$ cat src/playfair_digraph_cipher_macros.svh
// assertion macros shared by the playfair digraph cipher rtl
// no dependencies; included by files that carry concurrent assertions
`ifndef PLAYFAIR_DIGRAPH_CIPHER_MACROS_SVH
`define PLAYFAIR_DIGRAPH_CIPHER_MACROS_SVH

`ifndef ASSERT_OFF

// same-cycle implication, disabled while reset is held
`define PFC_ASSERT_IMP(label, clk, rst_n, cond, prop) \
    label: assert property (@(posedge clk) disable iff (!(rst_n)) (cond) |-> (prop)) \
        else $error("pfc assertion failed");

// next-cycle implication, disabled while reset is held
`define PFC_ASSERT_NXT(label, clk, rst_n, cond, prop) \
    label: assert property (@(posedge clk) disable iff (!(rst_n)) (cond) |=> (prop)) \
        else $error("pfc assertion failed");

`else

`define PFC_ASSERT_IMP(label, clk, rst_n, cond, prop)
`define PFC_ASSERT_NXT(label, clk, rst_n, cond, prop)

`endif

`endif

$ cat src/pfc_pkg.sv
// shared constants, types and helpers of the playfair digraph cipher
// no dependencies; imported by every module and interface of the block
package pfc_pkg;

    localparam int SQUARE_SIDE = 5;
    localparam int CODE_W      = 5;
    localparam int ROW_W       = SQUARE_SIDE * CODE_W;
    localparam int CELLS       = SQUARE_SIDE * SQUARE_SIDE;
    localparam int POS_W       = $clog2(SQUARE_SIDE);
    localparam int CFG_IDX_W   = 3;

    typedef logic [CODE_W-1:0]                  t_code;
    typedef logic [POS_W-1:0]                   t_pos;
    typedef logic [ROW_W-1:0]                   t_row;
    typedef logic [SQUARE_SIDE-1:0][ROW_W-1:0]  t_square;
    typedef logic [CELLS-1:0]                   t_match;
    typedef logic [CFG_IDX_W-1:0]               t_cfg_idx;

    localparam t_code CODE_I = t_code'(8);
    localparam t_code CODE_J = t_code'(9);
    localparam t_code CODE_Z = t_code'(25);

    // configuration register indexes
    localparam t_cfg_idx REG_ROW_0 = t_cfg_idx'(0);
    localparam t_cfg_idx REG_ROW_1 = t_cfg_idx'(1);
    localparam t_cfg_idx REG_ROW_2 = t_cfg_idx'(2);
    localparam t_cfg_idx REG_ROW_3 = t_cfg_idx'(3);
    localparam t_cfg_idx REG_ROW_4 = t_cfg_idx'(4);
    localparam t_cfg_idx REG_MODE  = t_cfg_idx'(5);

    localparam t_pos POS_LAST = t_pos'(SQUARE_SIDE - 1);

    typedef struct packed {
        logic found;
        t_pos r1;
        t_pos c1;
        t_pos r2;
        t_pos c2;
    } t_loc_s;

    typedef struct packed {
        t_code first;
        t_code second;
        logic  pair_valid;
    } t_res_s;

    function automatic t_code cell_at(t_square sq, t_pos row, t_pos col);
        t_code c;
        c = '0;
        for (int r = 0; r < SQUARE_SIDE; r++) begin
            for (int k = 0; k < SQUARE_SIDE; k++) begin
                if (row == t_pos'(r) && col == t_pos'(k)) begin
                    c = sq[r][k*CODE_W +: CODE_W];
                end
            end
        end
        return c;
    endfunction

    // one step around the square, backward when decrypting
    function automatic t_pos shift_pos(t_pos pos, logic dec);
        t_pos p;
        if (dec) begin
            p = (pos == '0) ? POS_LAST : t_pos'(pos - t_pos'(1));
        end else begin
            p = (pos == POS_LAST) ? '0 : t_pos'(pos + t_pos'(1));
        end
        return p;
    endfunction

endpackage

$ cat src/pfc_ifs.sv
// valid/ready channel interfaces of the playfair digraph cipher
// depends on pfc_pkg
interface pfc_in_if import pfc_pkg::*; ();
    logic  valid;
    logic  ready;
    t_code first_letter;
    t_code second_letter;

    modport source (output valid, output first_letter, output second_letter, input ready);
    modport sink   (input valid, input first_letter, input second_letter, output ready);
endinterface

interface pfc_out_if import pfc_pkg::*; ();
    logic  valid;
    logic  ready;
    t_code out_first;
    t_code out_second;
    logic  pair_valid;

    modport source (output valid, output out_first, output out_second, output pair_valid,
                    input ready);
    modport sink   (input valid, input out_first, input out_second, input pair_valid,
                    output ready);
endinterface

interface pfc_cfg_if import pfc_pkg::*; ();
    logic     valid;
    logic     ready;
    t_cfg_idx index;
    t_row     data;

    modport source (output valid, output index, output data, input ready);
    modport sink   (input valid, input index, input data, output ready);
endinterface

$ cat src/pfc_match.sv
// first pipeline stage: compares both letters against all 25 square cells
// depends on pfc_pkg
module pfc_match import pfc_pkg::*; (
    input  logic    i_clk,
    input  logic    i_rst_n,
    input  logic    i_en,
    input  logic    i_valid,
    input  t_code   i_first,
    input  t_code   i_second,
    input  t_square i_square,
    output logic    o_valid,
    output t_match  o_m1,
    output t_match  o_m2
);

    logic   r_valid;
    t_match r_m1, r_m2;
    t_match n_m1, n_m2;
    t_code  k1, k2;
    logic   ok1, ok2;

    always_comb begin
        // j is searched as i, codes past z never match
        k1  = (i_first == CODE_J) ? CODE_I : i_first;
        k2  = (i_second == CODE_J) ? CODE_I : i_second;
        ok1 = (i_first <= CODE_Z);
        ok2 = (i_second <= CODE_Z);
        for (int r = 0; r < SQUARE_SIDE; r++) begin
            for (int c = 0; c < SQUARE_SIDE; c++) begin
                n_m1[r*SQUARE_SIDE + c] = ok1 && (i_square[r][c*CODE_W +: CODE_W] == k1);
                n_m2[r*SQUARE_SIDE + c] = ok2 && (i_square[r][c*CODE_W +: CODE_W] == k2);
            end
        end
    end

    always_ff @(posedge i_clk) begin
        if (!i_rst_n) begin
            r_valid <= 1'b0;
        end else if (i_en) begin
            r_valid <= i_valid;
        end
    end

    always_ff @(posedge i_clk) begin
        if (i_en) begin
            r_m1 <= n_m1;
            r_m2 <= n_m2;
        end
    end

    assign o_valid = r_valid;
    assign o_m1    = r_m1;
    assign o_m2    = r_m2;

endmodule

$ cat src/pfc_locate.sv
// second pipeline stage: priority-encodes the match vectors into row and column
// depends on pfc_pkg
module pfc_locate import pfc_pkg::*; (
    input  logic   i_clk,
    input  logic   i_rst_n,
    input  logic   i_en,
    input  logic   i_valid,
    input  t_match i_m1,
    input  t_match i_m2,
    output logic   o_valid,
    output t_loc_s o_loc
);

    logic   r_valid;
    t_loc_s r_loc;
    t_loc_s n_loc;

    always_comb begin
        n_loc       = '0;
        n_loc.found = (|i_m1) && (|i_m2);
        // walk from the last cell down so the first cell in row-major order wins
        for (int r = SQUARE_SIDE - 1; r >= 0; r--) begin
            for (int c = SQUARE_SIDE - 1; c >= 0; c--) begin
                if (i_m1[r*SQUARE_SIDE + c]) begin
                    n_loc.r1 = t_pos'(r);
                    n_loc.c1 = t_pos'(c);
                end
                if (i_m2[r*SQUARE_SIDE + c]) begin
                    n_loc.r2 = t_pos'(r);
                    n_loc.c2 = t_pos'(c);
                end
            end
        end
    end

    always_ff @(posedge i_clk) begin
        if (!i_rst_n) begin
            r_valid <= 1'b0;
        end else if (i_en) begin
            r_valid <= i_valid;
        end
    end

    always_ff @(posedge i_clk) begin
        if (i_en) begin
            r_loc <= n_loc;
        end
    end

    assign o_valid = r_valid;
    assign o_loc   = r_loc;

endmodule

$ cat src/pfc_select.sv
// third and fourth pipeline stages: applies the playfair rule to get target
// cells, then reads them out of the square; depends on pfc_pkg
module pfc_select import pfc_pkg::*; (
    input  logic    i_clk,
    input  logic    i_rst_n,
    input  logic    i_en,
    input  logic    i_valid,
    input  t_loc_s  i_loc,
    input  t_square i_square,
    input  logic    i_decrypt,
    output logic    o_valid,
    output t_res_s  o_res
);

    logic   r_tgt_valid;
    t_loc_s r_tgt;
    t_loc_s n_tgt;
    logic   r_res_valid;
    t_res_s r_res;
    t_res_s n_res;

    always_comb begin
        n_tgt = i_loc;
        if (i_loc.c1 == i_loc.c2) begin
            // same column, also covers a doubled letter
            n_tgt.r1 = shift_pos(i_loc.r1, i_decrypt);
            n_tgt.r2 = shift_pos(i_loc.r2, i_decrypt);
        end else if (i_loc.r1 == i_loc.r2) begin
            n_tgt.c1 = shift_pos(i_loc.c1, i_decrypt);
            n_tgt.c2 = shift_pos(i_loc.c2, i_decrypt);
        end else begin
            // rectangle: swap columns
            n_tgt.c1 = i_loc.c2;
            n_tgt.c2 = i_loc.c1;
        end
    end

    always_comb begin
        n_res = '0;
        if (r_tgt.found) begin
            n_res.first      = cell_at(i_square, r_tgt.r1, r_tgt.c1);
            n_res.second     = cell_at(i_square, r_tgt.r2, r_tgt.c2);
            n_res.pair_valid = 1'b1;
        end
    end

    always_ff @(posedge i_clk) begin
        if (!i_rst_n) begin
            r_tgt_valid <= 1'b0;
            r_res_valid <= 1'b0;
        end else if (i_en) begin
            r_tgt_valid <= i_valid;
            r_res_valid <= r_tgt_valid;
        end
    end

    always_ff @(posedge i_clk) begin
        if (i_en) begin
            r_tgt <= n_tgt;
            r_res <= n_res;
        end
    end

    assign o_valid = r_res_valid;
    assign o_res   = r_res;

endmodule

$ cat src/playfair_digraph_cipher.sv
// Playfair digraph cipher: one letter pair in, one transformed pair out. The
// datapath is four register stages (cell compare, position encode, rule, cell
// read); a new pair is taken every cycle while the pipeline is not frozen. The
// last stage is the output register; while it holds an untaken result the whole
// pipeline freezes and input ready drops. Key square rows and the decrypt bit are
// written through the config channel, by the user only while no pairs are in
// flight (the block does not enforce this); config writes are taken every cycle.
// depends on pfc_pkg, pfc_ifs, pfc_match, pfc_locate, pfc_select
`include "playfair_digraph_cipher_macros.svh"

module playfair_digraph_cipher import pfc_pkg::*; (
    input  logic i_clk,
    input  logic i_rst_n,
    pfc_in_if.sink    i_in,
    pfc_cfg_if.sink   i_cfg,
    pfc_out_if.source o_out
);

    t_square r_square;
    logic    r_decrypt;
    logic    en;
    logic    s1_valid, s2_valid, s4_valid;
    t_match  s1_m1, s1_m2;
    t_loc_s  s2_loc;
    t_res_s  s4_res;

    assign i_cfg.ready = 1'b1;

    always_ff @(posedge i_clk) begin
        if (!i_rst_n) begin
            r_square  <= '0;
            r_decrypt <= 1'b0;
        end else if (i_cfg.valid) begin
            case (i_cfg.index)
                REG_ROW_0: r_square[0] <= i_cfg.data;
                REG_ROW_1: r_square[1] <= i_cfg.data;
                REG_ROW_2: r_square[2] <= i_cfg.data;
                REG_ROW_3: r_square[3] <= i_cfg.data;
                REG_ROW_4: r_square[4] <= i_cfg.data;
                REG_MODE:  r_decrypt   <= i_cfg.data[0];
                default: ;
            endcase
        end
    end

    // pipeline advances unless a finished result is waiting
    assign en         = !s4_valid || o_out.ready;
    assign i_in.ready = en;

    pfc_match u_match (
        .i_clk    (i_clk),
        .i_rst_n  (i_rst_n),
        .i_en     (en),
        .i_valid  (i_in.valid),
        .i_first  (i_in.first_letter),
        .i_second (i_in.second_letter),
        .i_square (r_square),
        .o_valid  (s1_valid),
        .o_m1     (s1_m1),
        .o_m2     (s1_m2)
    );

    pfc_locate u_locate (
        .i_clk   (i_clk),
        .i_rst_n (i_rst_n),
        .i_en    (en),
        .i_valid (s1_valid),
        .i_m1    (s1_m1),
        .i_m2    (s1_m2),
        .o_valid (s2_valid),
        .o_loc   (s2_loc)
    );

    pfc_select u_select (
        .i_clk     (i_clk),
        .i_rst_n   (i_rst_n),
        .i_en      (en),
        .i_valid   (s2_valid),
        .i_loc     (s2_loc),
        .i_square  (r_square),
        .i_decrypt (r_decrypt),
        .o_valid   (s4_valid),
        .o_res     (s4_res)
    );

    assign o_out.valid      = s4_valid;
    assign o_out.out_first  = s4_res.first;
    assign o_out.out_second = s4_res.second;
    assign o_out.pair_valid = s4_res.pair_valid;

    `PFC_ASSERT_IMP(a_miss_zero, i_clk, i_rst_n, o_out.valid && !o_out.pair_valid, o_out.out_first == '0 && o_out.out_second == '0)
    `PFC_ASSERT_IMP(a_stall_blocks_in, i_clk, i_rst_n, o_out.valid && !o_out.ready, !i_in.ready)
    `PFC_ASSERT_NXT(a_in_lands, i_clk, i_rst_n, i_in.valid && i_in.ready, s1_valid)

endmodule
$ cat src/flat_wrapper.sv
// flat-port wrapper written by rule: the top's interface ports become plain ports
module playfair_digraph_cipher_flat import pfc_pkg::*;
  (i_clk, i_rst_n, i_in_valid, i_in_first_letter, i_in_second_letter, i_in_ready, i_cfg_valid, i_cfg_index, i_cfg_data, i_cfg_ready, o_out_valid, o_out_out_first, o_out_out_second, o_out_pair_valid, o_out_ready);
  pfc_in_if i_in_i ();
  pfc_cfg_if i_cfg_i ();
  pfc_out_if o_out_i ();
  input  logic i_clk;
  input  logic i_rst_n;
  input wire logic [$bits(i_in_i.valid)-1:0] i_in_valid;
  input wire logic [$bits(i_in_i.first_letter)-1:0] i_in_first_letter;
  input wire logic [$bits(i_in_i.second_letter)-1:0] i_in_second_letter;
  output wire logic [$bits(i_in_i.ready)-1:0] i_in_ready;
  input wire logic [$bits(i_cfg_i.valid)-1:0] i_cfg_valid;
  input wire logic [$bits(i_cfg_i.index)-1:0] i_cfg_index;
  input wire logic [$bits(i_cfg_i.data)-1:0] i_cfg_data;
  output wire logic [$bits(i_cfg_i.ready)-1:0] i_cfg_ready;
  output wire logic [$bits(o_out_i.valid)-1:0] o_out_valid;
  output wire logic [$bits(o_out_i.out_first)-1:0] o_out_out_first;
  output wire logic [$bits(o_out_i.out_second)-1:0] o_out_out_second;
  output wire logic [$bits(o_out_i.pair_valid)-1:0] o_out_pair_valid;
  input wire logic [$bits(o_out_i.ready)-1:0] o_out_ready;
  assign i_in_i.valid = i_in_valid;
  assign i_in_i.first_letter = i_in_first_letter;
  assign i_in_i.second_letter = i_in_second_letter;
  assign i_in_ready = i_in_i.ready;
  assign i_cfg_i.valid = i_cfg_valid;
  assign i_cfg_i.index = i_cfg_index;
  assign i_cfg_i.data = i_cfg_data;
  assign i_cfg_ready = i_cfg_i.ready;
  assign o_out_valid = o_out_i.valid;
  assign o_out_out_first = o_out_i.out_first;
  assign o_out_out_second = o_out_i.out_second;
  assign o_out_pair_valid = o_out_i.pair_valid;
  assign o_out_i.ready = o_out_ready;
  playfair_digraph_cipher u_core (.i_clk(i_clk), .i_rst_n(i_rst_n), .i_in(i_in_i), .i_cfg(i_cfg_i), .o_out(o_out_i));
endmodule
$ cat config.mk
export PLATFORM = sky130hd
export DESIGN_NAME = playfair_digraph_cipher_flat
export DESIGN_NICKNAME = d
export VERILOG_FILES = /design/src/pfc_pkg.sv /design/src/pfc_ifs.sv /design/src/pfc_match.sv /design/src/pfc_locate.sv /design/src/pfc_select.sv /design/src/playfair_digraph_cipher.sv /design/src/flat_wrapper.sv
export VERILOG_INCLUDE_DIRS = /design/src /design/src/src
export SDC_FILE = /design/constraint.sdc
export NUM_CORES = 1
export LEC_CHECK = 0
export BUFFER_PORTS_ARGS = -buffer_cell sky130_fd_sc_hd__buf_2
export CORE_ASPECT_RATIO = 0.9
export CORE_UTILIZATION = 45
export DETAILED_ROUTE_END_ITERATION = 16
export RECOVER_POWER = 25
export SETUP_SLACK_MARGIN = 0.2
export SYNTH_ARGS = -nofsm -noshare
export SYNTH_HDL_FRONTEND = slang
export SYNTH_HIERARCHICAL = 1
export SYNTH_SLANG_ARGS = --single-unit
$ cat constraint.sdc
create_clock -name i_clk -period 3.05 [get_ports i_clk]
set_input_delay 0.4575 -clock i_clk [delete_from_list [all_inputs] [get_ports i_clk]]
set_output_delay 0.4575 -clock i_clk [all_outputs]
set_load 0.02 [all_outputs]
# Word-level counts from Yosys, hierarchy flattened
# Cells that the tools add are included.
# totals
ff_bits	217
latchBits	0
mem_bits_rw	0
romBits	0
in_bits	43
out_inout_bits	14
elab_cells	371
n_memories	0
# op_classes
addsub	8
n_mul	0
n_div	0
order_cmp	2
eq_ne	79
shift	0
mux	119
bitwise	0
n_reduce_logical	130
# ops
op	count
5-bit 2-to-1 mux	72
5-bit == test	50
1-bit logical AND	101
3-bit 2-to-1 mux	20
6-bit 2-to-1 mux	10
25-bit OR reduction	2
4-bit 2-to-1 mux	10
20-bit OR reduction	2
3-bit by 2-bit == test with 1-bit output, second input constant	10
3-bit == test, second input constant	10
3-bit zero test	9
10-bit OR reduction	2
3-bit by 1-bit == test with 1-bit output, second input constant	5
3-bit by 1-bit adder with 3-bit output, second input constant	4
2-bit AND reduction	6
3-bit by 1-bit subtractor with 3-bit output, second input constant	4
5-bit by 4-bit == test with 1-bit output, second input constant	2
5-bit less-or-equal comparator, second input constant	2
5-bit OR reduction	2
2-bit 2-to-1 mux	4
4-bit OR reduction	2
3-bit == test	2
2-bit OR reduction	2
1-bit 2-to-1 mux	3
other kinds (2)	2

# Logic depth before layout (Yosys ltp)
# logic_depth
depth_word	27
mapped_depth	10
mapped_depth_nobuf	7

# Hierarchy
# The synthesis kept the hierarchy.
# by_module_without_submodules
mod	instances	cells_each	area_per_inst_um2	seq_area_each_um2
pfc_match	1	591	5532.8	1521.5
playfair_digraph_cipher	1	444	4697.0	2522.4
pfc_select	1	634	4660.7	760.7
pfc_locate	1	123	1076.0	410.4

# Least setup slack after synthesis
# No wires, ideal clock.
# synth_path
path_kind	input -> register
from	input o_out_ready
to	register u_core.u_locate.r_valid (netlist: u_core/u_locate/o_valid)
setup_ns	0.130
arrival_ns	3.269
required_ns	2.920
path_slack_ns	-0.349
cell_stages	3
n_path_buf	0
cell_sequence	nand2b_1 -> mux2i_1 -> nor2b_1
# synth_between
elab_chain_cells	1
# synth_rtl
item	line_no	rtl
start: declaration	flat_wrapper.sv:21	input wire logic [$bits(o_out_i.ready)-1:0] o_out_ready;
1-bit logical OR	playfair_digraph_cipher.sv:47	assign en = !s4_valid || o_out.ready;
end signal: assignment	pfc_locate.sv:40	r_valid <= i_valid;
end: declaration	pfc_locate.sv:14	logic r_valid;
# No other way between the ends.
# A chain may end at the register's enable or synchronous reset.

# Worst setup path in the final report
# layout_path
from	register u_core/u_select/r_tgt[1] in the netlist's numbering
to	register u_core.u_select.r_res, in the netlist u_core/u_select/o_res[2], data pin
# layout_between
elab_chain_cells	27
# layout_rtl
item	line_no	rtl
start: declaration	pfc_select.sv:16	t_loc_s r_tgt;
start signal: assignment	pfc_select.sv:59	r_tgt <= n_tgt;
3-bit zero test	pfc_pkg.sv:52	if (row == t_pos'(r) && col == t_pos'(k)) begin
1-bit logical AND	pfc_pkg.sv:52	
5-bit 2-to-1 mux (24 in a row)	pfc_pkg.sv:52	
5-bit 2-to-1 mux *	pfc_pkg.sv:52	
end signal: assignment	pfc_select.sv:60	r_res <= n_res;
end: declaration	pfc_select.sv:19	t_res_s r_res;
# Mark *: on every way between the ends. The rest lies on a longest branch, timed or not.

==> run metrics <==
reg2reg end=u_core/u_select/o_res[2]; Syn Inst Count=roughly 1800; buffering stage count on the worst path with inverters included=1; number of warning messages in the yosys log=6; number of I/O pins=57; cell count of the worst reg-to-reg path=7; depth of the worst hold-timing path=3; Arr. time, crit path=~3200 ps; setup fix buffers added after clock tree synthesis=0; critical path start-end classification=reg -> reg; post-DP HPWL=~56000 um; Sw Share=0.396; time the worst path needs with I/O delays and setup=around 2800 ps; area of the placeable core=around 35000 um2; iteration-0 DRC count of the detailed router=approximately 2000; Clock Pin Slew Worst Setup and Hold Paths=roughly 60 ps; CTS tree=yes; number of cells upsized or downsized after cts=0; Worst-Margin Slew=approximately 1600 ps; CTS max path bufs=3; end point of the worst hold path=u_core/u_match/o_valid; final number of setup-violating endpoints=0; share of total power in sequential cells=0.333; Cell Rows=65; post-synthesis register bit count=~220; CTS Hold Buffers Added=0; number of slew-limit violations in the final report=54; power density over the cells=632 nW/um2; worst setup skew after layout=12.2 ps; layout overhead on the synthesized area=12.0%; Overall Power=around 11 mW; clock sink count=between 200 and 250; Combinational Power Share=0.379; biggest cell delay along the critical path=between 800 and 900 ps; Post-Place Worst Slack=458 ps; die area=36200 um2; Overall Global Routing Usage=0.406; fill cell instance count of the final layout=3347; root buffer cell=sky130_fd_sc_hd__clkbuf_16; largest voltage drop on the vdd net=0.391 mV; share of the synthesized area in the top cell type=0.164; sum of routed wire length over all layers=75100 um; post-layout instance area=17900 um2; number of I/O port buffers=between 50 and 60; sequential fraction of the synthesis area=0.327; leftover overflow at the end of global routing=0; RSZ-0062 raised after global routing=false; Cell Area, Synth=between 15000 and 20000 um2; number of nets in the final layout=roughly 1900; post-detailed-route count of antenna-violating nets=0; DRC=0; MaxCap Viol Count=1; wire length per cell=roughly 32 um; average cell area after synthesis=slightly below 9 um2; syn_nets=about 1900; failing checks=capacitance limit, slew limit; kind of launch point of the worst setup path=register; clock share of power=0.288; CP Max Fanout=10; net switching power of the design=~4.5 mW; DIE HEIGHT=roughly 180 um; hold violation count in the final report=0; Critical Path RT=3440 ps; clock insertion delay at the later pin of the skew report=540 ps; H-tree lvl count=1; cell with the biggest individual delay on the critical path=sky130_fd_sc_hd__a2111oi_0; antenna violations before repair=3; number of global-route vias before repair=roughly 14000; top cell types by occurrence after synthesis=sky130_fd_sc_hd__nand2_1 (215), sky130_fd_sc_hd__mux2i_1 (149), sky130_fd_sc_hd__dfxtp_1 (130), sky130_fd_sc_hd__nor2_1 (125), sky130_fd_sc_hd__xnor2_1 (104); final period utilization=0.909; Sum Neg Setup Slack=0 ps; type of element capturing the critical path=register; share of cells above drive strength 1=0.145; Num CTS Buffers=26; run status=finished with violations; Die Span X=roughly 200 um; worst slew slack as a fraction of its limit=-0.0555; First-pass DRT Iterations=6; via total after detailed routing=about 16000; area after detailed placement=17000 um2; number of flops mapped to enable cells by yosys=a little under 90; Ant. Diodes=0; most used flip-flop cell after synthesis=sky130_fd_sc_hd__dfxtp_1; slack of the worst reg-to-reg path=280 ps; Vias/cell=between 6 and 7; cell family with the largest share of critical-path delay=compound AO/OA/AOI/OAI gates; largest net degree at the start of global routing=63; placer congestion estimate=about 1.1; static power due to leakage=around 7.0 nW; Initial Utilization=0.457; cell chain of the critical path=nor2b_1, a221oi_2, a2111oi_0, buf_4, o311a_1, a2111oi_2, nor2_1; worst min-delay path category=in -> reg; first-pass GRT wire length=106000 um; Max Clk Rate=0.361 GHz; FF-to-FF Start=u_core/u_select/r_tgt[1]; most frequently used cell type in the post-synthesis netlist=sky130_fd_sc_hd__nand2_1; number of different library cells in the post-synthesis netlist=84; cell-internal power=~7 mW; Synth area leader=sky130_fd_sc_hd__edfxtp_1; final setup margin=about 280 ps; async set-reset flop share out of synthesis=0; top post-synthesis cells by area=sky130_fd_sc_hd__edfxtp_1 (16%), sky130_fd_sc_hd__dfxtp_1 (16%), sky130_fd_sc_hd__mux2i_1 (9.3%); worst min-delay path startpoint=i_in_valid
-- placed cells by master, fill, tap and decap left out, types with 58 or more instances in the layout --
master	synthesis	layout
sky130_fd_sc_hd__nand2_1	215	215
sky130_fd_sc_hd__mux2i_1	149	149
sky130_fd_sc_hd__dfxtp_1	130	130
sky130_fd_sc_hd__nor2_1	125	125
sky130_fd_sc_hd__buf_4	7	104
sky130_fd_sc_hd__xnor2_1	104	104
sky130_fd_sc_hd__o21ai_0	99	99
sky130_fd_sc_hd__edfxtp_1	87	87
sky130_fd_sc_hd__inv_1	64	64
sky130_fd_sc_hd__a21oi_1	58	58
-- tightest hold or removal path: cells and delay by family --
kind                   cells  cell delay (ps)
multiplexers               1               60
buffers and inverters      1               70
AND/OR/NAND/NOR            1               90
-- per-layer routing --
layer | share of wire | track usage | vias to the layer above | wire length [um]
met5 | 0.00017 | 0 | - | 13
met4 | 0.043 | 0.156 | 2 | 3260
met3 | 0.11 | 0.105 | 172 | 8370
met2 | 0.43 | 0.614 | 1014 | 32200
met1 | 0.42 | 0.554 | 7631 | 31200
li1 | - | - | 6696 | -
-- worst max path at each step --
| stage | to | slack [ps] | cells past startpoint | from |
|---|---|---|---|---|
| floorplan | u_core/u_locate/o_valid | 830 | 3 | o_out_ready |
| global placement | u_core/u_select/o_res[2] | 380 | 7 | u_core/u_select/r_tgt[0] |
| detailed placement | u_core/u_select/o_res[2] | 460 | 7 | u_core/u_select/r_tgt[0] |
| CTS | u_core/u_select/o_res[2] | 430 | 7 | u_core/u_select/r_tgt[0] |
| global route | u_core/u_select/o_res[2] | 250 | 7 | u_core/u_select/r_tgt[0] |
| finish | u_core/u_select/o_res[2] | 280 | 7 | u_core/u_select/r_tgt[1] |
-- final cells by class --
type	count	area, um2	area share
clock buffer	37	818	0.0458
clock inverter	10	92.6	0.00518
inverter	64	240	0.0134
multi-input combinational	1371	9780	0.547
sequential	217	5220	0.292
tap	469	587	0.0328
timing repair buffer	166	1150	0.0642
-- power by group through the flow --
stage,Sequential [mW],Clock (mW),Combinational [mW]
global route,3.79,3.40,4.51
global placement,3.81,0,4.17
floorplan,3.56,0,2.82
finish,3.77,3.26,4.28
CTS,3.75,3.29,4.14
detailed placement,3.80,0,4.12
-- stage by stage --
step | utilization | cells | hold WS, ps
after floorplan | - | 1792 | 400
after global placement | 0.486 | 2287 | 410
after detailed placement | 0.486 | 2287 | 407
after CTS | 0.512 | 2334 | 169
after global routing | 0.511 | 2334 | 199
final | 0.511 | 2334 | 183
-- sequential cells by signal (all words and copies together), names as in the netlist --
name,count
u_core/r_square,125
u_core/u_match/o_m1,25
u_core/u_match/o_m2,25
u_core/u_locate/o_loc,13
u_core/u_select/r_tgt,13
u_core/u_select/o_res,11
u_core/r_decrypt,1
u_core/u_locate/o_valid,1
u_core/u_match/o_valid,1
u_core/u_select/o_valid,1
u_core/u_select/r_tgt_valid,1
-- logic make-up (layout without fill, tap and decap cells) --
kind of cell	count (synthesis)	in the layout	share of synthesized area
compound gates	423	423	0.196
xor+xnor	159	159	0.0872
buf+inv	204	277	0.0632
fa+ha+maj	16	16	0.0125
mux	168	168	0.110
flops	217	217	0.327
simple gates	604	604	0.203
other cells	1	1	0.000235
(Power assumes the default switching activity.)
